[config.mk]
export PLATFORM = sky130hd
export DESIGN_NAME = cabac_binary_arithmetic_encoder_core_flat
export DESIGN_NICKNAME = d
export VERILOG_FILES = /design/src/design/cabac_pkg.sv /design/src/design/cabac_ifs.sv /design/src/design/cabac_front.sv /design/src/design/cabac_fifo.sv /design/src/design/cabac_back.sv /design/src/design/cabac_binary_arithmetic_encoder_core.sv /design/src/flat_wrapper.sv
export SDC_FILE = /design/constraint.sdc
export NUM_CORES = 1
export LEC_CHECK = 0
export BUFFER_PORTS_ARGS = -buffer_cell sky130_fd_sc_hd__clkbuf_2
export CORE_AREA = 8 8 269 271
export CTS_CLUSTER_DIAMETER = 60
export DETAILED_ROUTE_END_ITERATION = 10
export DIE_AREA = 0 0 277 279
export PLACE_DENSITY = 0.65
export SETUP_SLACK_MARGIN = 0.4
export SLEW_MARGIN = 40
export SYNTH_ARGS = -nofsm -noshare
export SYNTH_HDL_FRONTEND = slang
export SYNTH_SLANG_ARGS = --single-unit
[constraint.sdc]
create_clock -name clk -period 8.62 [get_ports clk]
set_input_delay 1.724 -clock clk [delete_from_list [all_inputs] [get_ports clk]]
set_output_delay 1.724 -clock clk [all_outputs]
set_load 0.02 [all_outputs]
[src/design/cabac_pkg.sv]
`default_nettype none

package cabac_pkg;

  // Fixed coder widths
  localparam int unsigned LOW_W      = 20;
  localparam int unsigned RANGE_W    = 9;
  localparam int unsigned QCNT_W     = 5;
  localparam int unsigned RUN_CNT_W  = 5;
  localparam int unsigned RUNS_MAX   = 4;
  localparam int unsigned NRUNS_W    = 3;
  localparam int unsigned POS_OUT_W  = 24;
  localparam int unsigned CTX_W      = 7;
  localparam int unsigned FIFO_DEPTH = 2;

  typedef logic [LOW_W-1:0]   low_t;
  typedef logic [RANGE_W-1:0] range_t;
  typedef logic [QCNT_W-1:0]  qcnt_t;

  localparam range_t RANGE_RESET = 9'd510;
  // minus nine in two's complement
  localparam qcnt_t  QCNT_RESET  = 5'b10111;

  // Stop bit pattern, one bit per frame index
  localparam logic [31:0] STOP_PATTERN = 32'h35a4e4f5;

  typedef enum logic [1:0] {
    OP_DECISION  = 2'd0,
    OP_BYPASS    = 2'd1,
    OP_TERMINATE = 2'd2,
    OP_FINISH    = 2'd3
  } op_t;

  localparam logic [1:0] STATUS_OK       = 2'd0;
  localparam logic [1:0] STATUS_REJECTED = 2'd1;
  localparam logic [1:0] STATUS_OVERFLOW = 2'd2;

  // One resolved byte followed by count copies of a fill byte
  typedef struct packed {
    logic [7:0]           head;
    logic                 head_pre;
    logic [7:0]           fill;
    logic [RUN_CNT_W-1:0] count;
  } run_t;

  // Everything the back end needs to emit the results of one item
  typedef struct packed {
    run_t [RUNS_MAX-1:0]  runs;
    logic [NRUNS_W-1:0]   nruns;
    logic [CTX_W-1:0]     nst;
    logic [POS_OUT_W-1:0] pos;
    logic [1:0]           status;
  } entry_t;

  typedef enum logic [2:0] {
    F_IDLE  = 3'd0,
    F_PUT   = 3'd1,
    F_ALIGN = 3'd2,
    F_FLUSH = 3'd3,
    F_PUSH  = 3'd4
  } front_state_t;

  typedef enum logic {
    BK_HEAD = 1'b0,
    BK_FILL = 1'b1
  } back_state_t;

  // LPS range, indexed by {probability index, range quarter}
  localparam logic [0:255][7:0] LPS_TAB = {
    8'd2, 8'd2, 8'd2, 8'd2, 8'd6, 8'd7, 8'd8, 8'd9,
    8'd6, 8'd7, 8'd9, 8'd10, 8'd6, 8'd8, 8'd9, 8'd11,
    8'd7, 8'd8, 8'd10, 8'd11, 8'd7, 8'd9, 8'd10, 8'd12,
    8'd7, 8'd9, 8'd11, 8'd12, 8'd8, 8'd9, 8'd11, 8'd13,
    8'd8, 8'd10, 8'd12, 8'd14, 8'd9, 8'd11, 8'd12, 8'd14,
    8'd9, 8'd11, 8'd13, 8'd15, 8'd10, 8'd12, 8'd14, 8'd16,
    8'd10, 8'd12, 8'd15, 8'd17, 8'd11, 8'd13, 8'd15, 8'd18,
    8'd11, 8'd14, 8'd16, 8'd19, 8'd12, 8'd14, 8'd17, 8'd20,
    8'd12, 8'd15, 8'd18, 8'd21, 8'd13, 8'd16, 8'd19, 8'd22,
    8'd14, 8'd17, 8'd20, 8'd23, 8'd14, 8'd18, 8'd21, 8'd24,
    8'd15, 8'd19, 8'd22, 8'd25, 8'd16, 8'd20, 8'd23, 8'd27,
    8'd17, 8'd21, 8'd25, 8'd28, 8'd18, 8'd22, 8'd26, 8'd30,
    8'd19, 8'd23, 8'd27, 8'd31, 8'd20, 8'd24, 8'd29, 8'd33,
    8'd21, 8'd26, 8'd30, 8'd35, 8'd22, 8'd27, 8'd32, 8'd37,
    8'd23, 8'd28, 8'd33, 8'd39, 8'd24, 8'd30, 8'd35, 8'd41,
    8'd26, 8'd31, 8'd37, 8'd43, 8'd27, 8'd33, 8'd39, 8'd45,
    8'd29, 8'd35, 8'd41, 8'd48, 8'd30, 8'd37, 8'd43, 8'd50,
    8'd32, 8'd39, 8'd46, 8'd53, 8'd33, 8'd41, 8'd48, 8'd56,
    8'd35, 8'd43, 8'd51, 8'd59, 8'd37, 8'd45, 8'd54, 8'd62,
    8'd39, 8'd48, 8'd56, 8'd65, 8'd41, 8'd50, 8'd59, 8'd69,
    8'd43, 8'd53, 8'd63, 8'd72, 8'd46, 8'd56, 8'd66, 8'd76,
    8'd48, 8'd59, 8'd69, 8'd80, 8'd51, 8'd62, 8'd73, 8'd85,
    8'd53, 8'd65, 8'd77, 8'd89, 8'd56, 8'd69, 8'd81, 8'd94,
    8'd59, 8'd72, 8'd86, 8'd99, 8'd62, 8'd76, 8'd90, 8'd104,
    8'd66, 8'd80, 8'd95, 8'd110, 8'd69, 8'd85, 8'd100, 8'd116,
    8'd73, 8'd89, 8'd105, 8'd122, 8'd77, 8'd94, 8'd111, 8'd128,
    8'd81, 8'd99, 8'd117, 8'd135, 8'd85, 8'd104, 8'd123, 8'd142,
    8'd90, 8'd110, 8'd130, 8'd150, 8'd95, 8'd116, 8'd137, 8'd158,
    8'd100, 8'd122, 8'd144, 8'd166, 8'd105, 8'd128, 8'd152, 8'd175,
    8'd111, 8'd135, 8'd160, 8'd185, 8'd116, 8'd142, 8'd169, 8'd195,
    8'd123, 8'd150, 8'd178, 8'd205, 8'd128, 8'd158, 8'd187, 8'd216,
    8'd128, 8'd167, 8'd197, 8'd227, 8'd128, 8'd176, 8'd208, 8'd240
  };

  // Context transition, indexed by {state, bin}
  localparam logic [0:255][6:0] NEXT_TAB = {
    7'd0, 7'd0, 7'd1, 7'd1, 7'd2, 7'd50, 7'd51, 7'd3,
    7'd2, 7'd50, 7'd51, 7'd3, 7'd4, 7'd52, 7'd53, 7'd5,
    7'd6, 7'd52, 7'd53, 7'd7, 7'd8, 7'd52, 7'd53, 7'd9,
    7'd10, 7'd54, 7'd55, 7'd11, 7'd12, 7'd54, 7'd55, 7'd13,
    7'd14, 7'd54, 7'd55, 7'd15, 7'd16, 7'd56, 7'd57, 7'd17,
    7'd18, 7'd56, 7'd57, 7'd19, 7'd20, 7'd56, 7'd57, 7'd21,
    7'd22, 7'd58, 7'd59, 7'd23, 7'd24, 7'd58, 7'd59, 7'd25,
    7'd26, 7'd60, 7'd61, 7'd27, 7'd28, 7'd60, 7'd61, 7'd29,
    7'd30, 7'd60, 7'd61, 7'd31, 7'd32, 7'd62, 7'd63, 7'd33,
    7'd34, 7'd62, 7'd63, 7'd35, 7'd36, 7'd64, 7'd65, 7'd37,
    7'd38, 7'd66, 7'd67, 7'd39, 7'd40, 7'd66, 7'd67, 7'd41,
    7'd42, 7'd66, 7'd67, 7'd43, 7'd44, 7'd68, 7'd69, 7'd45,
    7'd46, 7'd68, 7'd69, 7'd47, 7'd48, 7'd70, 7'd71, 7'd49,
    7'd50, 7'd72, 7'd73, 7'd51, 7'd52, 7'd72, 7'd73, 7'd53,
    7'd54, 7'd74, 7'd75, 7'd55, 7'd56, 7'd74, 7'd75, 7'd57,
    7'd58, 7'd76, 7'd77, 7'd59, 7'd60, 7'd78, 7'd79, 7'd61,
    7'd62, 7'd78, 7'd79, 7'd63, 7'd64, 7'd80, 7'd81, 7'd65,
    7'd66, 7'd82, 7'd83, 7'd67, 7'd68, 7'd82, 7'd83, 7'd69,
    7'd70, 7'd84, 7'd85, 7'd71, 7'd72, 7'd84, 7'd85, 7'd73,
    7'd74, 7'd88, 7'd89, 7'd75, 7'd76, 7'd88, 7'd89, 7'd77,
    7'd78, 7'd90, 7'd91, 7'd79, 7'd80, 7'd90, 7'd91, 7'd81,
    7'd82, 7'd94, 7'd95, 7'd83, 7'd84, 7'd94, 7'd95, 7'd85,
    7'd86, 7'd96, 7'd97, 7'd87, 7'd88, 7'd96, 7'd97, 7'd89,
    7'd90, 7'd100, 7'd101, 7'd91, 7'd92, 7'd100, 7'd101, 7'd93,
    7'd94, 7'd102, 7'd103, 7'd95, 7'd96, 7'd104, 7'd105, 7'd97,
    7'd98, 7'd104, 7'd105, 7'd99, 7'd100, 7'd108, 7'd109, 7'd101,
    7'd102, 7'd108, 7'd109, 7'd103, 7'd104, 7'd110, 7'd111, 7'd105,
    7'd106, 7'd112, 7'd113, 7'd107, 7'd108, 7'd114, 7'd115, 7'd109,
    7'd110, 7'd116, 7'd117, 7'd111, 7'd112, 7'd118, 7'd119, 7'd113,
    7'd114, 7'd118, 7'd119, 7'd115, 7'd116, 7'd122, 7'd123, 7'd117,
    7'd118, 7'd122, 7'd123, 7'd119, 7'd120, 7'd124, 7'd125, 7'd121,
    7'd122, 7'd126, 7'd127, 7'd123, 7'd124, 7'd127, 7'd126, 7'd125
  };

  function automatic logic [7:0] lps_range(input logic [5:0] pidx, input logic [1:0] quarter);
    return LPS_TAB[{pidx, quarter}];
  endfunction

  function automatic logic [CTX_W-1:0] next_ctx(input logic [CTX_W-1:0] st, input logic b);
    return NEXT_TAB[{st, b}];
  endfunction

  // Renormalization shift from range bits 8..3
  function automatic logic [2:0] renorm_shift(input logic [5:0] idx);
    logic [2:0] s;
    if (idx[5]) begin
      s = 3'd0;
    end else if (idx[4]) begin
      s = 3'd1;
    end else if (idx[3]) begin
      s = 3'd2;
    end else if (idx[2]) begin
      s = 3'd3;
    end else if (idx[1]) begin
      s = 3'd4;
    end else if (idx[0]) begin
      s = 3'd5;
    end else begin
      s = 3'd6;
    end
    return s;
  endfunction

endpackage

`default_nettype wire

[src/design/cabac_ifs.sv]
`default_nettype none

// Operation channel
interface cabac_cmd_if;
  logic       valid;
  logic       ready;
  logic [1:0] op;
  logic       bin;
  logic [6:0] ctx_state;
  logic [4:0] frame_index;

  modport source(output valid, output op, output bin, output ctx_state, output frame_index,
                 input ready);
  modport sink(input valid, input op, input bin, input ctx_state, input frame_index,
               output ready);
endinterface

// Result channel
interface cabac_res_if;
  logic        valid;
  logic        ready;
  logic [7:0]  out_byte;
  logic        byte_valid;
  logic        is_preceding;
  logic [6:0]  new_ctx_state;
  logic [23:0] byte_position;
  logic [1:0]  status;
  logic        last;

  modport source(output valid, output out_byte, output byte_valid, output is_preceding,
                 output new_ctx_state, output byte_position, output status, output last,
                 input ready);
  modport sink(input valid, input out_byte, input byte_valid, input is_preceding,
               input new_ctx_state, input byte_position, input status, input last,
               output ready);
endinterface

`default_nettype wire

[src/design/cabac_front.sv]
`default_nettype none

module cabac_front #(
  parameter int unsigned OUTSTANDING_MAX = 16,
  parameter int unsigned POSITION_BITS   = 24
) (
  input  logic                  clk,
  input  logic                  rst,
  cabac_cmd_if.sink             cmd,
  input  logic                  cfg_we,
  input  logic [7:0]            cfg_data,
  input  logic                  q_full,
  output logic                  q_push,
  output cabac_pkg::entry_t     q_wdata
);

  localparam int unsigned OUT_W = $clog2(OUTSTANDING_MAX + 1);

  cabac_pkg::front_state_t state, state_next;

  cabac_pkg::low_t         low, low_next;
  cabac_pkg::range_t       rng, rng_next;
  cabac_pkg::qcnt_t        qcnt, qcnt_next;
  logic [OUT_W-1:0]        outst, outst_next;
  logic [7:0]              pending, pending_next;
  logic                    pend_pre, pend_pre_next;
  logic                    finished, finished_next;
  logic [POSITION_BITS-1:0] counter, counter_next;
  cabac_pkg::entry_t       item, item_next;
  logic                    is_fin, is_fin_next;
  logic                    fin_bit, fin_bit_next;
  logic [1:0]              put_idx, put_idx_next;
  logic                    done;

  // Byte extraction from low
  logic [4:0]        put_sh;
  cabac_pkg::low_t   low_shr;
  logic [9:0]        put_v;
  cabac_pkg::low_t   put_keep;
  logic              put_ok;
  logic              put_ff;
  logic [1:0]        carry;

  assign put_sh   = 5'(qcnt[3:0]) + 5'd10;
  assign low_shr  = low >> put_sh;
  assign put_v    = low_shr[9:0];
  assign put_keep = low & ((cabac_pkg::low_t'(1) << put_sh) - cabac_pkg::low_t'(1));
  assign put_ok   = !qcnt[4];
  assign put_ff   = (put_v[7:0] == 8'hFF);
  assign carry    = put_v[9:8];

  // Interval update for decision and terminate bins
  logic [7:0]        lps;
  cabac_pkg::range_t rmps;
  logic              lps_path;
  cabac_pkg::low_t   dec_low;
  cabac_pkg::range_t dec_rng;
  cabac_pkg::range_t norm_rng;
  cabac_pkg::low_t   norm_low;
  logic [2:0]        norm_sh;
  logic              is_term;

  assign lps      = cabac_pkg::lps_range(cmd.ctx_state[6:1], rng[7:6]);
  assign rmps     = rng - cabac_pkg::range_t'(lps);
  assign lps_path = (cmd.bin != cmd.ctx_state[0]);
  assign dec_low  = lps_path ? (low + cabac_pkg::low_t'(rmps)) : low;
  assign dec_rng  = lps_path ? cabac_pkg::range_t'(lps) : rmps;
  assign is_term  = (cmd.op == cabac_pkg::OP_TERMINATE);
  assign norm_rng = is_term ? (rng - 9'd2) : dec_rng;
  assign norm_low = is_term ? low : dec_low;
  assign norm_sh  = cabac_pkg::renorm_shift(norm_rng[8:3]);

  // Flush preparation and stop-bit alignment
  cabac_pkg::low_t fin_low;
  logic [4:0]      al_sh;
  cabac_pkg::low_t al_low;

  assign fin_low = ((low + cabac_pkg::low_t'(rng) - cabac_pkg::low_t'(2))
                    | cabac_pkg::low_t'(1)) << 9;
  assign al_sh   = qcnt[4] ? (~qcnt + 5'd1) : 5'd0;
  assign al_low  = (low << al_sh) | (cabac_pkg::low_t'(fin_bit) << 10);

  // Item completes in this cycle
  always_comb begin
    case (state)
      cabac_pkg::F_IDLE:  done = cmd.valid && finished;
      cabac_pkg::F_PUT:   done = !is_fin;
      cabac_pkg::F_FLUSH: done = 1'b1;
      default:            done = 1'b0;
    endcase
  end

  assign cmd.ready = (state == cabac_pkg::F_IDLE);
  assign q_push    = (done || (state == cabac_pkg::F_PUSH)) && !q_full;
  assign q_wdata   = item_next;

  // Next state
  always_comb begin
    state_next = state;
    case (state)
      cabac_pkg::F_IDLE: begin
        if (cmd.valid) begin
          if (finished) begin
            state_next = q_full ? cabac_pkg::F_PUSH : cabac_pkg::F_IDLE;
          end else begin
            state_next = cabac_pkg::F_PUT;
          end
        end
      end
      cabac_pkg::F_PUT: begin
        if (!is_fin) begin
          state_next = q_full ? cabac_pkg::F_PUSH : cabac_pkg::F_IDLE;
        end else if (put_idx == 2'd0) begin
          state_next = cabac_pkg::F_PUT;
        end else if (put_idx == 2'd1) begin
          state_next = cabac_pkg::F_ALIGN;
        end else begin
          state_next = cabac_pkg::F_FLUSH;
        end
      end
      cabac_pkg::F_ALIGN: state_next = cabac_pkg::F_PUT;
      cabac_pkg::F_FLUSH: state_next = q_full ? cabac_pkg::F_PUSH : cabac_pkg::F_IDLE;
      cabac_pkg::F_PUSH:  state_next = q_full ? cabac_pkg::F_PUSH : cabac_pkg::F_IDLE;
      default:            state_next = cabac_pkg::F_IDLE;
    endcase
  end

  // Coder datapath
  always_comb begin
    low_next      = low;
    rng_next      = rng;
    qcnt_next     = qcnt;
    outst_next    = outst;
    pending_next  = pending;
    pend_pre_next = pend_pre;
    finished_next = finished;
    counter_next  = counter;
    item_next     = item;
    is_fin_next   = is_fin;
    fin_bit_next  = fin_bit;
    put_idx_next  = put_idx;

    case (state)
      cabac_pkg::F_IDLE: begin
        if (cmd.valid) begin
          item_next.nruns  = '0;
          item_next.nst    = cmd.ctx_state;
          item_next.status = cabac_pkg::STATUS_OK;
          is_fin_next      = 1'b0;
          put_idx_next     = '0;
          if (finished) begin
            item_next.status = cabac_pkg::STATUS_REJECTED;
          end else begin
            case (cabac_pkg::op_t'(cmd.op))
              cabac_pkg::OP_DECISION, cabac_pkg::OP_TERMINATE: begin
                if (!is_term) begin
                  item_next.nst = cabac_pkg::next_ctx(cmd.ctx_state, cmd.bin);
                end
                rng_next  = norm_rng << norm_sh;
                low_next  = norm_low << norm_sh;
                qcnt_next = qcnt + 5'(norm_sh);
              end
              cabac_pkg::OP_BYPASS: begin
                low_next  = (low << 1) + (cmd.bin ? cabac_pkg::low_t'(rng) : '0);
                qcnt_next = qcnt + 5'd1;
              end
              cabac_pkg::OP_FINISH: begin
                low_next     = fin_low;
                qcnt_next    = qcnt + 5'd9;
                is_fin_next  = 1'b1;
                fin_bit_next = cabac_pkg::STOP_PATTERN[cmd.frame_index];
              end
              default: ;
            endcase
          end
        end
      end

      // Extract one byte; hold 0xFF bytes as outstanding, resolve the rest
      cabac_pkg::F_PUT: begin
        put_idx_next = put_idx + 2'd1;
        if (put_ok) begin
          qcnt_next = qcnt - 5'd8;
          low_next  = put_keep;
          if (put_ff) begin
            if (outst < OUT_W'(OUTSTANDING_MAX)) begin
              outst_next = outst + OUT_W'(1);
            end else begin
              item_next.status = cabac_pkg::STATUS_OVERFLOW;
            end
          end else begin
            item_next.runs[item.nruns[1:0]] = '{
              head:     pending + 8'(carry),
              head_pre: pend_pre,
              fill:     8'(carry) - 8'd1,
              count:    cabac_pkg::RUN_CNT_W'(outst)
            };
            item_next.nruns = item.nruns + 3'd1;
            counter_next    = counter + POSITION_BITS'(outst) + POSITION_BITS'(1);
            outst_next      = '0;
            pending_next    = put_v[7:0];
            pend_pre_next   = 1'b0;
          end
        end
      end

      cabac_pkg::F_ALIGN: begin
        low_next  = al_low;
        qcnt_next = '0;
      end

      // Release the held byte and any outstanding 0xFF bytes
      cabac_pkg::F_FLUSH: begin
        item_next.runs[item.nruns[1:0]] = '{
          head:     pending,
          head_pre: pend_pre,
          fill:     8'hFF,
          count:    cabac_pkg::RUN_CNT_W'(outst)
        };
        item_next.nruns = item.nruns + 3'd1;
        counter_next    = counter + POSITION_BITS'(outst);
        outst_next      = '0;
        finished_next   = 1'b1;
      end

      default: ;
    endcase

    // Preceding byte write lands on the held byte until payload starts
    if (cfg_we && pend_pre) begin
      pending_next = cfg_data;
    end

    item_next.pos = cabac_pkg::POS_OUT_W'(counter_next + POSITION_BITS'(outst_next));
  end

  always_ff @(posedge clk) begin
    if (rst) begin
      state    <= cabac_pkg::F_IDLE;
      low      <= '0;
      rng      <= cabac_pkg::RANGE_RESET;
      qcnt     <= cabac_pkg::QCNT_RESET;
      outst    <= '0;
      pending  <= '0;
      pend_pre <= 1'b1;
      finished <= 1'b0;
      counter  <= '0;
      is_fin   <= 1'b0;
      put_idx  <= '0;
    end else begin
      state    <= state_next;
      low      <= low_next;
      rng      <= rng_next;
      qcnt     <= qcnt_next;
      outst    <= outst_next;
      pending  <= pending_next;
      pend_pre <= pend_pre_next;
      finished <= finished_next;
      counter  <= counter_next;
      is_fin   <= is_fin_next;
      put_idx  <= put_idx_next;
    end
  end

  // Item payload
  always_ff @(posedge clk) begin
    item    <= item_next;
    fin_bit <= fin_bit_next;
  end

endmodule

`default_nettype wire

[src/design/cabac_fifo.sv]
`default_nettype none

module cabac_fifo (
  input  logic              clk,
  input  logic              rst,
  input  logic              push,
  input  cabac_pkg::entry_t wdata,
  output logic              full,
  input  logic              pop,
  output cabac_pkg::entry_t head,
  output logic              empty
);

  localparam int unsigned PTR_W = $clog2(cabac_pkg::FIFO_DEPTH);
  localparam int unsigned CNT_W = $clog2(cabac_pkg::FIFO_DEPTH + 1);

  cabac_pkg::entry_t slots [cabac_pkg::FIFO_DEPTH];
  logic [PTR_W-1:0]  wr_ptr;
  logic [PTR_W-1:0]  rd_ptr;
  logic [CNT_W-1:0]  fill;

  assign full  = (fill == CNT_W'(cabac_pkg::FIFO_DEPTH));
  assign empty = (fill == '0);
  assign head  = slots[rd_ptr];

  // Store a transaction
  always_ff @(posedge clk) begin
    if (push) begin
      slots[wr_ptr] <= wdata;
    end
  end

  // Advance pointers and occupancy
  always_ff @(posedge clk) begin
    if (rst) begin
      wr_ptr <= '0;
      rd_ptr <= '0;
      fill   <= '0;
    end else begin
      if (push) begin
        wr_ptr <= (wr_ptr == PTR_W'(cabac_pkg::FIFO_DEPTH - 1)) ? '0 : wr_ptr + PTR_W'(1);
      end
      if (pop) begin
        rd_ptr <= (rd_ptr == PTR_W'(cabac_pkg::FIFO_DEPTH - 1)) ? '0 : rd_ptr + PTR_W'(1);
      end
      case ({push, pop})
        2'b10:   fill <= fill + CNT_W'(1);
        2'b01:   fill <= fill - CNT_W'(1);
        default: fill <= fill;
      endcase
    end
  end

endmodule

`default_nettype wire

[src/design/cabac_back.sv]
`default_nettype none

module cabac_back (
  input  logic              clk,
  input  logic              rst,
  input  logic              q_empty,
  input  cabac_pkg::entry_t q_head,
  output logic              q_pop,
  cabac_res_if.source       res
);

  cabac_pkg::back_state_t bstate, bstate_next;

  logic [1:0]                     ridx, ridx_next;
  logic [cabac_pkg::RUN_CNT_W-1:0] fill_left, fill_left_next;

  cabac_pkg::run_t run;
  logic            last_run;
  logic            no_runs;
  logic            load;
  logic            run_end;
  logic [7:0]      r_byte;
  logic            r_bv;
  logic            r_pre;
  logic            r_last;

  // Output register
  logic        ovalid;
  logic [7:0]  obyte;
  logic        obv;
  logic        opre;
  logic [6:0]  onst;
  logic [23:0] opos;
  logic [1:0]  ostatus;
  logic        olast;

  assign run      = q_head.runs[ridx];
  assign no_runs  = (q_head.nruns == '0);
  assign last_run = (({1'b0, ridx} + 3'd1) == q_head.nruns);
  assign load     = !q_empty && (!ovalid || res.ready);

  // Select the next result of the head transaction
  always_comb begin
    r_byte  = '0;
    r_bv    = 1'b0;
    r_pre   = 1'b0;
    r_last  = 1'b1;
    run_end = 1'b1;
    if (!no_runs) begin
      case (bstate)
        cabac_pkg::BK_HEAD: begin
          r_byte  = run.head;
          r_bv    = 1'b1;
          r_pre   = run.head_pre;
          run_end = (run.count == '0);
          r_last  = last_run && run_end;
        end
        cabac_pkg::BK_FILL: begin
          r_byte  = run.fill;
          r_bv    = 1'b1;
          run_end = (fill_left == cabac_pkg::RUN_CNT_W'(1));
          r_last  = last_run && run_end;
        end
        default: ;
      endcase
    end
  end

  assign q_pop = load && r_last;

  // Next state
  always_comb begin
    bstate_next = bstate;
    case (bstate)
      cabac_pkg::BK_HEAD: begin
        if (load && !no_runs && (run.count != '0)) begin
          bstate_next = cabac_pkg::BK_FILL;
        end
      end
      cabac_pkg::BK_FILL: begin
        if (load && run_end) begin
          bstate_next = cabac_pkg::BK_HEAD;
        end
      end
      default: bstate_next = cabac_pkg::BK_HEAD;
    endcase
  end

  // Run index and fill counter
  always_comb begin
    ridx_next      = ridx;
    fill_left_next = fill_left;
    if (load) begin
      if (r_last) begin
        ridx_next = '0;
      end else if (run_end) begin
        ridx_next = ridx + 2'd1;
      end
      if (bstate == cabac_pkg::BK_HEAD) begin
        fill_left_next = run.count;
      end else begin
        fill_left_next = fill_left - cabac_pkg::RUN_CNT_W'(1);
      end
    end
  end

  always_ff @(posedge clk) begin
    if (rst) begin
      bstate <= cabac_pkg::BK_HEAD;
      ridx   <= '0;
      ovalid <= 1'b0;
    end else begin
      bstate <= bstate_next;
      ridx   <= ridx_next;
      if (load) begin
        ovalid <= 1'b1;
      end else if (res.ready) begin
        ovalid <= 1'b0;
      end
    end
  end

  // Hold result payload until taken
  always_ff @(posedge clk) begin
    fill_left <= fill_left_next;
    if (load) begin
      obyte   <= r_byte;
      obv     <= r_bv;
      opre    <= r_pre;
      onst    <= q_head.nst;
      opos    <= q_head.pos;
      ostatus <= q_head.status;
      olast   <= r_last;
    end
  end

  assign res.valid         = ovalid;
  assign res.out_byte      = obyte;
  assign res.byte_valid    = obv;
  assign res.is_preceding  = opre;
  assign res.new_ctx_state = onst;
  assign res.byte_position = opos;
  assign res.status        = ostatus;
  assign res.last          = olast;

endmodule

`default_nettype wire

[src/design/cabac_binary_arithmetic_encoder_core.sv]
// Channel   Dir  Handshake      Payload
// cmd       in   valid/ready    op, bin, ctx_state, frame_index
// res       out  valid/ready    out_byte, byte_valid, is_preceding, new_ctx_state,
//                               byte_position, status, last
// cfg       in   cfg_we         cfg_data (preceding byte)
//
// The coder front updates the interval in IDLE and extracts a byte in PUT for a decision, bypass
// or terminate bin; a finish runs PUT, PUT, ALIGN, PUT, FLUSH, and an item rejected after finish
// is queued straight from IDLE. The result side gives one transaction per cycle while res.ready holds.
// A two-entry queue between them lets the coder run ahead while results stall.
// Synchronous reset restarts the coder; no clearing pass is needed.
`default_nettype none

module cabac_binary_arithmetic_encoder_core #(
  parameter int unsigned OUTSTANDING_MAX = 16,
  parameter int unsigned POSITION_BITS   = 24
) (
  input  logic         clk,
  input  logic         rst,
  cabac_cmd_if.sink    cmd,
  cabac_res_if.source  res,
  input  logic         cfg_we,
  input  logic [7:0]   cfg_data
);

  logic              q_full;
  logic              q_push;
  logic              q_pop;
  logic              q_empty;
  cabac_pkg::entry_t q_wdata;
  cabac_pkg::entry_t q_head;

  // Coder: arithmetic, byte extraction, carry bookkeeping
  cabac_front #(
    .OUTSTANDING_MAX (OUTSTANDING_MAX),
    .POSITION_BITS   (POSITION_BITS)
  ) u_front (
    .clk      (clk),
    .rst      (rst),
    .cmd      (cmd),
    .cfg_we   (cfg_we),
    .cfg_data (cfg_data),
    .q_full   (q_full),
    .q_push   (q_push),
    .q_wdata  (q_wdata)
  );

  // Per-item queue
  cabac_fifo u_fifo (
    .clk   (clk),
    .rst   (rst),
    .push  (q_push),
    .wdata (q_wdata),
    .full  (q_full),
    .pop   (q_pop),
    .head  (q_head),
    .empty (q_empty)
  );

  // Result expansion
  cabac_back u_back (
    .clk     (clk),
    .rst     (rst),
    .q_empty (q_empty),
    .q_head  (q_head),
    .q_pop   (q_pop),
    .res     (res)
  );

endmodule

`default_nettype wire

[src/flat_wrapper.sv]
// flat-port wrapper written by rule: the top's interface ports become plain ports
module cabac_binary_arithmetic_encoder_core_flat 
#(
  parameter int unsigned OUTSTANDING_MAX = 16,
  parameter int unsigned POSITION_BITS   = 24
)
  (clk, rst, cfg_we, cfg_data, cmd_valid, cmd_op, cmd_bin, cmd_ctx_state, cmd_frame_index, cmd_ready, res_valid, res_out_byte, res_byte_valid, res_is_preceding, res_new_ctx_state, res_byte_position, res_status, res_last, res_ready);
  cabac_cmd_if cmd_i ();
  cabac_res_if res_i ();
  input  logic clk;
  input  logic rst;
  input  logic cfg_we;
  input  logic [7:0] cfg_data;
  input wire logic [$bits(cmd_i.valid)-1:0] cmd_valid;
  input wire logic [$bits(cmd_i.op)-1:0] cmd_op;
  input wire logic [$bits(cmd_i.bin)-1:0] cmd_bin;
  input wire logic [$bits(cmd_i.ctx_state)-1:0] cmd_ctx_state;
  input wire logic [$bits(cmd_i.frame_index)-1:0] cmd_frame_index;
  output wire logic [$bits(cmd_i.ready)-1:0] cmd_ready;
  output wire logic [$bits(res_i.valid)-1:0] res_valid;
  output wire logic [$bits(res_i.out_byte)-1:0] res_out_byte;
  output wire logic [$bits(res_i.byte_valid)-1:0] res_byte_valid;
  output wire logic [$bits(res_i.is_preceding)-1:0] res_is_preceding;
  output wire logic [$bits(res_i.new_ctx_state)-1:0] res_new_ctx_state;
  output wire logic [$bits(res_i.byte_position)-1:0] res_byte_position;
  output wire logic [$bits(res_i.status)-1:0] res_status;
  output wire logic [$bits(res_i.last)-1:0] res_last;
  input wire logic [$bits(res_i.ready)-1:0] res_ready;
  assign cmd_i.valid = cmd_valid;
  assign cmd_i.op = cmd_op;
  assign cmd_i.bin = cmd_bin;
  assign cmd_i.ctx_state = cmd_ctx_state;
  assign cmd_i.frame_index = cmd_frame_index;
  assign cmd_ready = cmd_i.ready;
  assign res_valid = res_i.valid;
  assign res_out_byte = res_i.out_byte;
  assign res_byte_valid = res_i.byte_valid;
  assign res_is_preceding = res_i.is_preceding;
  assign res_new_ctx_state = res_i.new_ctx_state;
  assign res_byte_position = res_i.byte_position;
  assign res_status = res_i.status;
  assign res_last = res_i.last;
  assign res_i.ready = res_ready;
  cabac_binary_arithmetic_encoder_core #(.OUTSTANDING_MAX(OUTSTANDING_MAX), .POSITION_BITS(POSITION_BITS)) u_core (.clk(clk), .rst(rst), .cmd(cmd_i), .res(res_i), .cfg_we(cfg_we), .cfg_data(cfg_data));
endmodule
### After elaboration in Yosys (flattened, before gate mapping)

Memories as Yosys holds them, arrays and structs flattened. A register that Yosys moved wholly into a read port is not among the register bits.
Cells that the tools add are included.

* input port bits: 28
* ROM bits: 3872
* bits in registers: 236
* bits in latches: 0
* bits in writable memories: 248
* output and inout port bits: 46
* logic and storage cells: 251
* memories kept: 4

Memories
* (name not given): words 256, bits a word 8, read ports 1, clocked after Yosys merged registers in 0, write ports 0, RTL line cabac_pkg.sv:141 `return LPS_TAB[{pidx, quarter}];`
* (name not given): words 256, bits a word 7, read ports 1, clocked after Yosys merged registers in 0, write ports 0, RTL line cabac_pkg.sv:145 `return NEXT_TAB[{st, b}];`
* u_core.u_fifo.slots: words 2, bits a word 124, read ports 1, clocked after Yosys merged registers in 1, write ports 1, RTL line cabac_fifo.sv:17 `cabac_pkg::entry_t slots [cabac_pkg::FIFO_DEPTH];`
* (name not given): words 32, bits a word 1, read ports 1, clocked after Yosys merged registers in 1, write ports 0, RTL line cabac_front.sv:171 `fin_bit_next = cabac_pkg::STOP_PATTERN[cmd.frame_index];`

* reductions and logical operators: 43
* shift-type cells: 5
* eq/ne operators: 20
* magnitude comparators: 6
* muxes and demuxes: 91
* add/sub/neg operators: 28
* $mul: 0
* div/mod/pow operators: 0
* bitwise logic cells: 9

Operators by type and width (count)
* $mux W91: 2
* $bwmux W88: 2
* $pmux W88 S2: 1
* $pmux W20 S3: 2
* $mux W20: 5
* $add A24 B5 Y24: 2
* $mux W24: 2
* $mux W8: 6
* $pmux W24 S2: 1
* $bmux W22 S2: 1
* $demux W22 S2: 1
* $mux W22: 2
* $mux W7: 6
* $add A20 B9 Y20: 2
* $mux W5: 8
* $pmux W5 S3: 2
* $mux W9: 3
* $add A24 B1 Y24 const B: 1
* $mux W3: 8
* $and A20 B20 Y20: 1
* $mux W2: 10
* $or A20 B11 Y20: 1
* $shl A1 B5 Y20 const A: 1
* $shl A20 B3 Y20: 1
* 61 further kinds: 131

### Depth between registers and ports, before layout

Gate-level depths: netlist of the first run.

* word-level depth: 18
* gate-level depth with buffers: 35
* gate-level depth less buffers: 29

### Cells and area by module

A second synthesis of the first run with hierarchy kept.

* cell total of the unflattened synthesis: 3133
* area, all modules: 30430.4 um^2

Modules (own cells, without submodules)
* cabac_front: cells an instance 2563, sequential area each 3613.5 um^2, area each 18462.7 um^2, instances 1
* cabac_fifo: cells an instance 408, sequential area each 7547.2 um^2, area each 9387.8 um^2, instances 1
* cabac_back: cells an instance 162, sequential area each 1551.5 um^2, area each 2580.0 um^2, instances 1

### Least setup slack after synthesis of the first run

No wires, ideal clock.

* path type: input-to-reg
* start point: in cmd_ctx_state[1]
* end point: reg u_core.u_front.qcnt[4]
* setup slack: 217 ps
* setup time: 70 ps
* arrival: 8332 ps
* stages on the path: 35
* data required time: 8550 ps
* path buffers: 6
* path through: clkbuf_1 -> inv_1 -> clkbuf_1 -> buf_1 -> clkbuf_1 -> ha_1 -> nor2_1 -> a31oi_1 -> a221oi_1 -> a21oi_1 -> mux4_2 -> ha_1 -> inv_1 -> fa_1 -> a21o_1 -> nand4_1 -> a21boi_0 -> nand3_1 -> a41oi_1 -> nor2_1 -> a221oi_4 -> buf_2 -> clkbuf_1 -> nand2_1 -> ha_1 -> inv_1 -> fa_1 -> inv_1 -> a21o_1 -> a21oi_1 -> xnor2_1 -> nand2_1 -> a21oi_1 -> nor2_1 -> o21bai_1

* cells in the longest elaborated chain, start to end: 18

RTL lines
* from (decl): RTL line flat_wrapper.sv:17 `input wire logic [$bits(cmd_i.ctx_state)-1:0] cmd_ctx_state;`
* $not A8 Y9 (not written as such) (*): RTL line cabac_pkg.sv:141
* $mem_v2 Z256 W8 (*)
* $mux W8 (not written as such) (*) (2 in series): RTL line cabac_pkg.sv:141
* $sub A9 B8 Y9: RTL line cabac_front.sv:64 `assign rmps = rng - cabac_pkg::range_t'(lps);`
* $mux W9 (*): RTL line cabac_front.sv:67 `assign dec_rng = lps_path ? cabac_pkg::range_t'(lps) : rmps;`
* $mux W9 (*): RTL line cabac_front.sv:69 `assign norm_rng = is_term ? (rng - 9'd2) : dec_rng;`
* $mux W2: RTL line cabac_pkg.sv:161 `end else if (idx[0]) begin`
* $mux W2: RTL line cabac_pkg.sv:159 `end else if (idx[1]) begin`
* $mux W3: RTL line cabac_pkg.sv:157 `end else if (idx[2]) begin`
* $mux W3: RTL line cabac_pkg.sv:155 `end else if (idx[3]) begin`
* $mux W3: RTL line cabac_pkg.sv:153 `end else if (idx[4]) begin`
* $mux W3 (*): RTL line cabac_pkg.sv:151 `if (idx[5]) begin`
* $add A5 B3 Y5 (*): RTL line cabac_front.sv:161 `qcnt_next = qcnt + 5'(norm_sh);`
* $pmux W5 S3 (*): RTL line cabac_front.sv:154 `case (cabac_pkg::op_t'(cmd.op))`
* $mux W5 (*): RTL line cabac_front.sv:151 `if (finished) begin`
* $mux W5 (*): RTL line cabac_front.sv:145 `if (cmd.valid) begin`
* $pmux W5 S3 (*): RTL line cabac_front.sv:143 `case (state)`
* to (signal assigned): RTL line cabac_front.sv:242 `qcnt <= cabac_pkg::QCNT_RESET;`
* to (signal assigned): RTL line cabac_front.sv:254 `qcnt <= qcnt_next;`
* to (decl): RTL line cabac_front.sv:23 `cabac_pkg::qcnt_t qcnt, qcnt_next;`

Every way passes the cells marked *; elsewhere a longest branch is shown, timed or not. The select of a mux whose other input is x is not followed.
A chain may end at the register's enable or synchronous reset.

### Final worst setup path of the first run

* start point: in cmd_ctx_state[2]
* end point: reg u_core.u_front.low[13]

* cells in the longest elaborated chain, start to end: 18
* elaborated cells between the ends (all ways): 21
* classes of those cells: add/sub: 2; shift: 1; mux: 16; bitwise: 1; memory: 1

RTL lines
* $not A8 Y9 (not written as such) (*): RTL line cabac_pkg.sv:141
* $mem_v2 Z256 W8 (*)
* $mux W8 (not written as such) (*) (2 in series): RTL line cabac_pkg.sv:141
* branches (longest 9 deep; another with $add A20 B9 Y20)
* $shl A20 B3 Y20 (*): RTL line cabac_front.sv:160 `low_next = norm_low << norm_sh;`
* $pmux W20 S3 (*): RTL line cabac_front.sv:154
* $mux W20 (*): RTL line cabac_front.sv:151
* $mux W20 (*): RTL line cabac_front.sv:145
* $pmux W20 S3 (*): RTL line cabac_front.sv:143
* to (signal assigned): RTL line cabac_front.sv:252 `low <= low_next;`
* to (decl): RTL line cabac_front.sv:21 `cabac_pkg::low_t low, low_next;`

Every way passes the cells marked *. The select of a mux whose other input is x is not followed.

==> run_results.csv, run 1 <==
group,metric,value,unit
drt,highest_layer,"met4",
synthesis,synth_cell_types,94,
finish,fin_nets,3197,
timing,fmax,0.137,GHz
finish,seq_area,12700,um2
synthesis,ys_top_cells_by_count,"edfxtp_1 (298), nor2_1 (273), nand2_1 (246), a21oi_1 (200), clkbuf_1 (198)",
timing,slew_violations,0,
die,ios,74,
die,row_count,96,
pwr,p_leak,12.0,nW
timing,rsz0062_at_grt,"false",
cts,tritoncts,"yes",
placement,dp.final_hpwl,66600,um
drt,wl_met1,39700,um
outcome,outcome,"finished clean",
die,dieArea,77300,um2
synthesis,synth_cells,3104,
die,start_util,44.5,%
cts,clockBufferDepth,3,
global_routing,globalRouteTotalUtil,23.5,%
synthesis,synth_edf_count,298,
cts,hold_buffers,0,
die,die_x,277,um
pwr,power_frac_comb,31.2,%
cts,cts_root_buf,"clkbuf_16",
cts,cts.repair.resized,0,
drt,dr_wl_met2,45100,um
cts,cts.clk_slew.worst_paths,0.06,ns
cts,cts_max_level,2,
drt,routed_wl,95200,um
global_routing,grt_pass1_vias,24700,
worst_setup_path,startpoint_type,"input port",
global_routing,grt_max_degree,97,
timing,final.setup.tns,0,ns
synthesis,synth_ff_type,"edfxtp_1",
drt,route.met3.wl,6720,um
finish,multi_input_area,16300,um2
synthesis,synth.most_common_cell,"edfxtp_1",
global_routing,grt_pass1_wl,146000,um
die,core_region_area,68000,um2
global_routing,overflow,0,
timing,tightest_slew,0.828,ns
timing,hold_viol_final,0,
placement,portBuffers,73,
hold_path,hold_path_class,"flop to flop",
synthesis,yosys-top-cells-area,"edfxtp_1 (30%), dfxtp_1 (12%), mux4_2 (5.6%)",
pwr,sw_frac_of_total,34.4,%
synthesis,synth.avg_cell_area,9.74,um2
pwr,power_density,226,nW/um2
synthesis,synthMuxAreaShare,11.4,%
drt,firstDrtPassIters,6,
synthesis,ys_warn_count,0,
finish,diodes,0,
pwr,finalPower,7.49,mW
synthesis,synth-simple-area-share,15.1,%
cts,cts_buffers,49,
pwr,internal_power,4.91,mW
synthesis,ys_async_sr_fraction,0,%
pwr,netSwitchingPower,2.58,mW
drt,drc_errors,0,
timing,finalSetupViolCount,0,
pwr,power.clock.fraction,28.5,%
synthesis,synthAdderAreaFrac,4.42,%
synthesis,synth_compound_area_share,18.9,%
synthesis,ys_seq_area_share,42.0,%
finish,nFillCells,6201,
synthesis,synth_area,30200,um2
worst_setup_path,end_kind,"flop",
worst_setup_path,cp_max_fo,45,
drt,wl_per_cell,23.9,um
timing,relSlewSlack,44.4,%
worst_setup_path,critical_path_class,"input port to flop",
pwr,p_seq_share,40.2,%
worst_setup_path,worstPathArrival,7.82,ns
drt,vias,25600,
global_routing,grt_antenna_before_repair,0,
finish,area_growth,9.74,%
synthesis,yosysTopAreaCellShare,29.6,%
timing,timing.final.crit_share,84.5,%
synthesis,synth_top_family_by_area,"compound AO/OA/AOI/OAI gates",
synthesis,yosysTopAreaCell,"edfxtp_1",
die,die_h,279,um
drt,drtIter0Drc,2480,
synthesis,synth_xor_area_share,3.74,%
cts,insertion_delay,0.61,ns
timing,clock_skew,0.0273,ns
synthesis,yosys_register_bits,486,
pwr,irDropWorstVdd,0.172,mV
placement,gp_congestion,0.970,
synthesis,syn-num-nets,3234,
timing,finalCriticalPeriod,7.28,ns
cts,cts.sinks,486,
finish,drive_gt1_share,14.0,%
flow_run,maxCapViolCount,0,
drt,ant_nets,0,
worst_setup_path,worstPathRequired,9.15,ns
cts,post_cts_buffers,0,
drt,vias_per_cell,6.42,
==> worst max-delay path, stage by stage <==
cell	delay (ns)
clkbuf_2	0.44
buf_12	0.29
and2_1	0.33
a21oi_1	0.11
a221oi_1	0.37
a21oi_1	0.07
mux4_2	0.52
ha_1	0.27
inv_1	0.09
fa_1	0.22
a21o_1	0.16
nand4_1	0.13
a21boi_1	0.36
nand3_1	0.15
a41oi_1	0.29
buf_4	0.17
nor2_1	0.08
a221oi_4	0.33
buf_4	0.44
mux2_2	0.41
mux2_2	0.28
or4_1	0.46
o211ai_1	0.09
==> layer usage <==
| metal | track usage [%] | up-vias |
|---|---|---|
| li1 | - | 11600 |
| met3 | 3.21 | 212 |
| met1 | 31.1 | 12600 |
| met5 | 0 | - |
| met4 | 9.08 | 0 |
| met2 | 39.2 | 1176 |
==> cell type report <==
cell class	instances	area share, %
clock buffer	64	3.95
tap	882	3.32
inverter	104	1.18
clock inverter	27	0.942
timing repair buffer	153	3.20
multi-input combinational	2273	49.1
sequential	486	38.3
==> flip-flops by register name, summed over array words and instances, names as in the netlist, 2 cells and up, named ones only <==
| signal | flops |
|---|---|
| u_core.u_front.item | 100 |
| u_core.u_fifo.fill | 2 |
| u_core.u_front.outst | 5 |
| u_core.u_back.fill_left | 5 |
| u_core.u_back.res.new_ctx_state | 7 |
| u_core.u_front.qcnt | 5 |
| u_core.u_front.pending | 8 |
| u_core.u_front.low | 19 |
| u_core.u_front.rng | 9 |
| u_core.u_fifo.slots | 248 |
| u_core.u_front.put_idx | 2 |
| u_core.u_front.state | 3 |
| u_core.u_front.counter | 24 |
| u_core.u_back.res.status | 2 |
| u_core.u_back.ridx | 2 |
| u_core.u_back.res.byte_position | 24 |
| u_core.u_back.res.out_byte | 8 |
==> through the flow <==
stage	hold WS [ns]	cell area (um2)	cells	utilization, %	worst slack (ns)
floorplan	0.430	30300	3104	-	0.452
global placement	0.441	31400	3894	46.2	0.891
detailed placement	0.456	31500	3898	46.4	0.840
CTS	0.469	33200	3989	48.8	1.47
global route	0.490	33200	3989	48.8	0.849
finish	0.470	33200	3989	48.8	1.34
==> cell usage in the layout, fill, tap and decap left out, drive strengths merged, types with 26 or more instances in the layout <==
master / n
a31oi: 49
nand2: 246
o21a: 35
and2: 37
xnor2: 83
mux4: 75
ha: 94
o21ai: 158
nand3: 88
nor3: 75
o211ai: 26
nor2b: 46
clkbuf: 136
o22ai: 46
nand2b: 37
mux2i: 93
dfxtp: 188
xor2: 46
mux2: 73
nand4: 26
a21oi: 200
buf: 80
a221oi: 54
a211oi: 39
nor2: 273
a21o: 27
edfxtp: 298
inv: 106
==> power groups by stage <==
stage / Combinational [mW] / Sequential [mW] / Clock (mW)
after floorplan: 1.66 / 3.00 / 0
after global placement: 2.25 / 3.04 / 0
after global routing: 2.53 / 3.03 / 2.27
after CTS: 2.30 / 3.00 / 2.18
final: 2.34 / 3.01 / 2.14
after detailed placement: 2.29 / 3.05 / 0
==> cell families after synthesis <==
family	after synthesis
muxes	241
and+or+nand+nor	952
DFF	486
AOI/OAI and AO/OA	849
xor gates and xnor gates	129
adders and majority gates	102
buffers and inverters	345
==> path summary, 6_finish.rpt <==
path / slack [ns] / endpoint / cells after the start / from
setup / recovery: 1.34 / u_core.u_front.low[13] / 23 / cmd_ctx_state[2]
hold / removal: 0.47 / u_core.u_front.item[89] / 1 / u_core.u_front.item[89]
setup reg to reg: 1.74 / u_core.u_front.low[13] / 25 / u_core.u_front.rng[6]
hold reg to reg: 0.47 / u_core.u_front.item[89] / 1 / u_core.u_front.item[89]
(Power assumes the default switching activity.)
==> run 2, diff against run 1 <==
==> constraint.sdc (replaced) <==
create_clock -name clk -period 6.49 [get_ports clk]
set_input_delay 1.298 -clock clk [delete_from_list [all_inputs] [get_ports clk]]
set_output_delay 1.298 -clock clk [all_outputs]
set_load 0.02 [all_outputs]
==> run 2 against run 1 <==
Die area did not move. Via count increased by 3.8%. Cell count grew 5.7%. Worst setup slack got worse by 0.88 ns. Utilization rose by 3.5 points. First-iteration DRC count rose by 5.0%. Combinational power rose by 56%. Clock power grew 35%. Count of clock-buffer cells in the layout is 1 lower. Register-to-register slack lost 1.2 ns.
==> run_results.csv, run 2 (synthesis results as in run 1) <==
group,metric,value,unit
outcome,outcome,"finished clean",
placement,pre_cts_ws,-0.195,ns
cts,cts_max_level,2,
cts,cts.clk_slew.worst_paths,0.06,ns
worst_setup_path,cp_slowest_cell,"mux4_2",
global_routing,overflow,0,
timing,finalWorstSetupSlack,0.453,ns
die,die_x,277,um
placement,gp_congestion,0.987,
drt,wl_per_cell,23.4,um
placement,portBuffers,73,
drt,drc_errors,0,
timing,final.setup.tns,0,ns
hold_path,hold_path_class,"flop to flop",
finish,fin_nets,3424,
pwr,power_density,296,nW/um2
timing,tightest_slew,0.975,ns
drt,vias_per_cell,6.31,
global_routing,grt_max_degree,125,
drt,ant_nets,0,
pwr,irDropWorstVdd,0.198,mV
finish,layoutNonFillerInstCount,4217,
drt,firstDrtPassIters,7,
finish,final_cell_mix,"edfxtp_1 (298), buf_4 (282), nor2_1 (260), nand2_1 (242), a21oi_1 (196)",
drt,routed_wl,98700,um
global_routing,grt_antenna_before_repair,1,
die,die_h,279,um
global_routing,grt_pass1_vias,25800,
cts,cts.sinks,486,
timing,hold_viol_final,0,
die,row_count,96,
die,core_region_area,68000,um2
drt,vias,26600,
placement,dp.final_hpwl,69900,um
finish,reg_top3,"u_core.u_fifo.slots (248), u_core.u_front.item (100)",
placement,dp.cells,4101,
worst_setup_path,cp_max_fo,8,
timing,slew_violations,0,
die,dieArea,77300,um2
finish,regMostFlops,"u_core.u_fifo.slots",
timing,timing.final.crit_share,93.0,%
worst_setup_path,worstPathRequired,7.04,ns
drt,drtIter0Drc,2604,
worst_setup_path,end_kind,"flop",
cts,cts_buffers,48,
die,start_util,44.5,%
pwr,p_leak,13.3,nW
worst_setup_path,worstPathArrival,6.59,ns
timing,clock_skew,0.0506,ns
worst_setup_path,critical_path_class,"input port to flop",
cts,tritoncts,"yes",
flow_run,maxCapViolCount,0,
timing,rsz0062_at_grt,"true",
worst_setup_path,reg2reg_depth,31,
worst_setup_path,cpPeakStageDelay,0.47,ns
finish,area_growth,17.6,%
timing,fmax,0.166,GHz
cts,clockBufferDepth,3,
cts,insertion_delay,0.62,ns
cts,hold_buffers,0,
timing,relSlewSlack,34.1,%
global_routing,grt_pass1_wl,150000,um
timing,holdWs,0.472,ns
cts,cts_root_buf,"clkbuf_16",
global_routing,globalRouteTotalUtil,24.1,%
finish,layout_commonest_cell,"edfxtp_1",
finish,drive_gt1_share,22.0,%
hold_path,hold_depth,2,
timing,finalCriticalPeriod,6.04,ns
timing,finalSetupViolCount,0,
die,ios,74,
worst_setup_path,startpoint_type,"input port",
finish,largest_register_ffs,248,
## run 2: changes by cell type in the layout (fill, tap and decap cells not counted), sizes merged
cell           previous run  this run
inv                     106       109
clkinvlp                  0         3
buf                      80       308
bufinv                    4         5
diode                     0         1
clkdlybuf4s18             1         0
clkinv                   21        14
## run 2: routing by layer
metal / wire [um] / global-route usage (%) / share of wire [%]
met5: 0 / 0 / 0
met4: 3910 / 9.77 / 4.0
met3: 6690 / 3.22 / 6.8
met2: 47200 / 40.3 / 48
met1: 40900 / 31.5 / 41
## run 2: worst paths after layout
check	startpoint	to	slack, ns
setup / recovery	cmd_ctx_state[2]	u_core.u_front.qcnt[4]	0.45
hold reg to reg	u_core.u_front.put_idx[1]	u_core.u_front.put_idx[1]	0.47
hold / removal	u_core.u_front.put_idx[1]	u_core.u_front.put_idx[1]	0.47
setup reg to reg	u_core.u_front.rng[7]	u_core.u_front.qcnt[4]	0.54
## run 2: through the flow
step	power [mW]	instance area [um2]	util [%]
global route	11.0	35600	52.3
floorplan	6.23	30500	-
finish	10.5	35600	52.3
detailed placement	7.45	33200	48.9
CTS	10.4	34900	51.3
global placement	7.37	33200	48.8
## run 2: area by class of cell
type                    count  area [um2]
clock buffers              63        1330
diodes                      1        2.50
repair buffers            381        2980
well taps                 882        1100
flip-flops and latches    486       12700
clock inverters            27         333
multi-input cells        2273       16700
inverters                 104         400
fillers                  6061       32400
## run 2: power breakdown
part,internal [mW],switching [mW],leakage (nW),total (mW)
sequential,3.72,0.257,4.25,3.97
clock,1.67,1.22,0.805,2.89
combinational,1.56,2.10,8.24,3.66
total,6.94,3.58,13.3,10.5
## run 2: critical path: cells and delay by family
| family | cells | cell delay [ns] |
|---|---|---|
| and+or+nand+nor | 6 | 0.55 |
| adders and majority gates | 4 | 0.90 |
| buffers and inverters | 7 | 0.64 |
| muxes | 3 | 0.95 |
| xor gates and xnor gates | 1 | 0.17 |
| AOI/OAI and AO/OA | 10 | 2.05 |
## run 2: what timing repair did
| item | CTS | global route |
|---|---|---|
| endpoints found under the setup margin | 15 | 37 |
| resized for setup | 3 | 97 |
| pin swaps | 0 | 39 |
| buffers inserted | 0 | 21 |
| hold endpoints to repair | 0 | 0 |
| cloned | 0 | 4 |
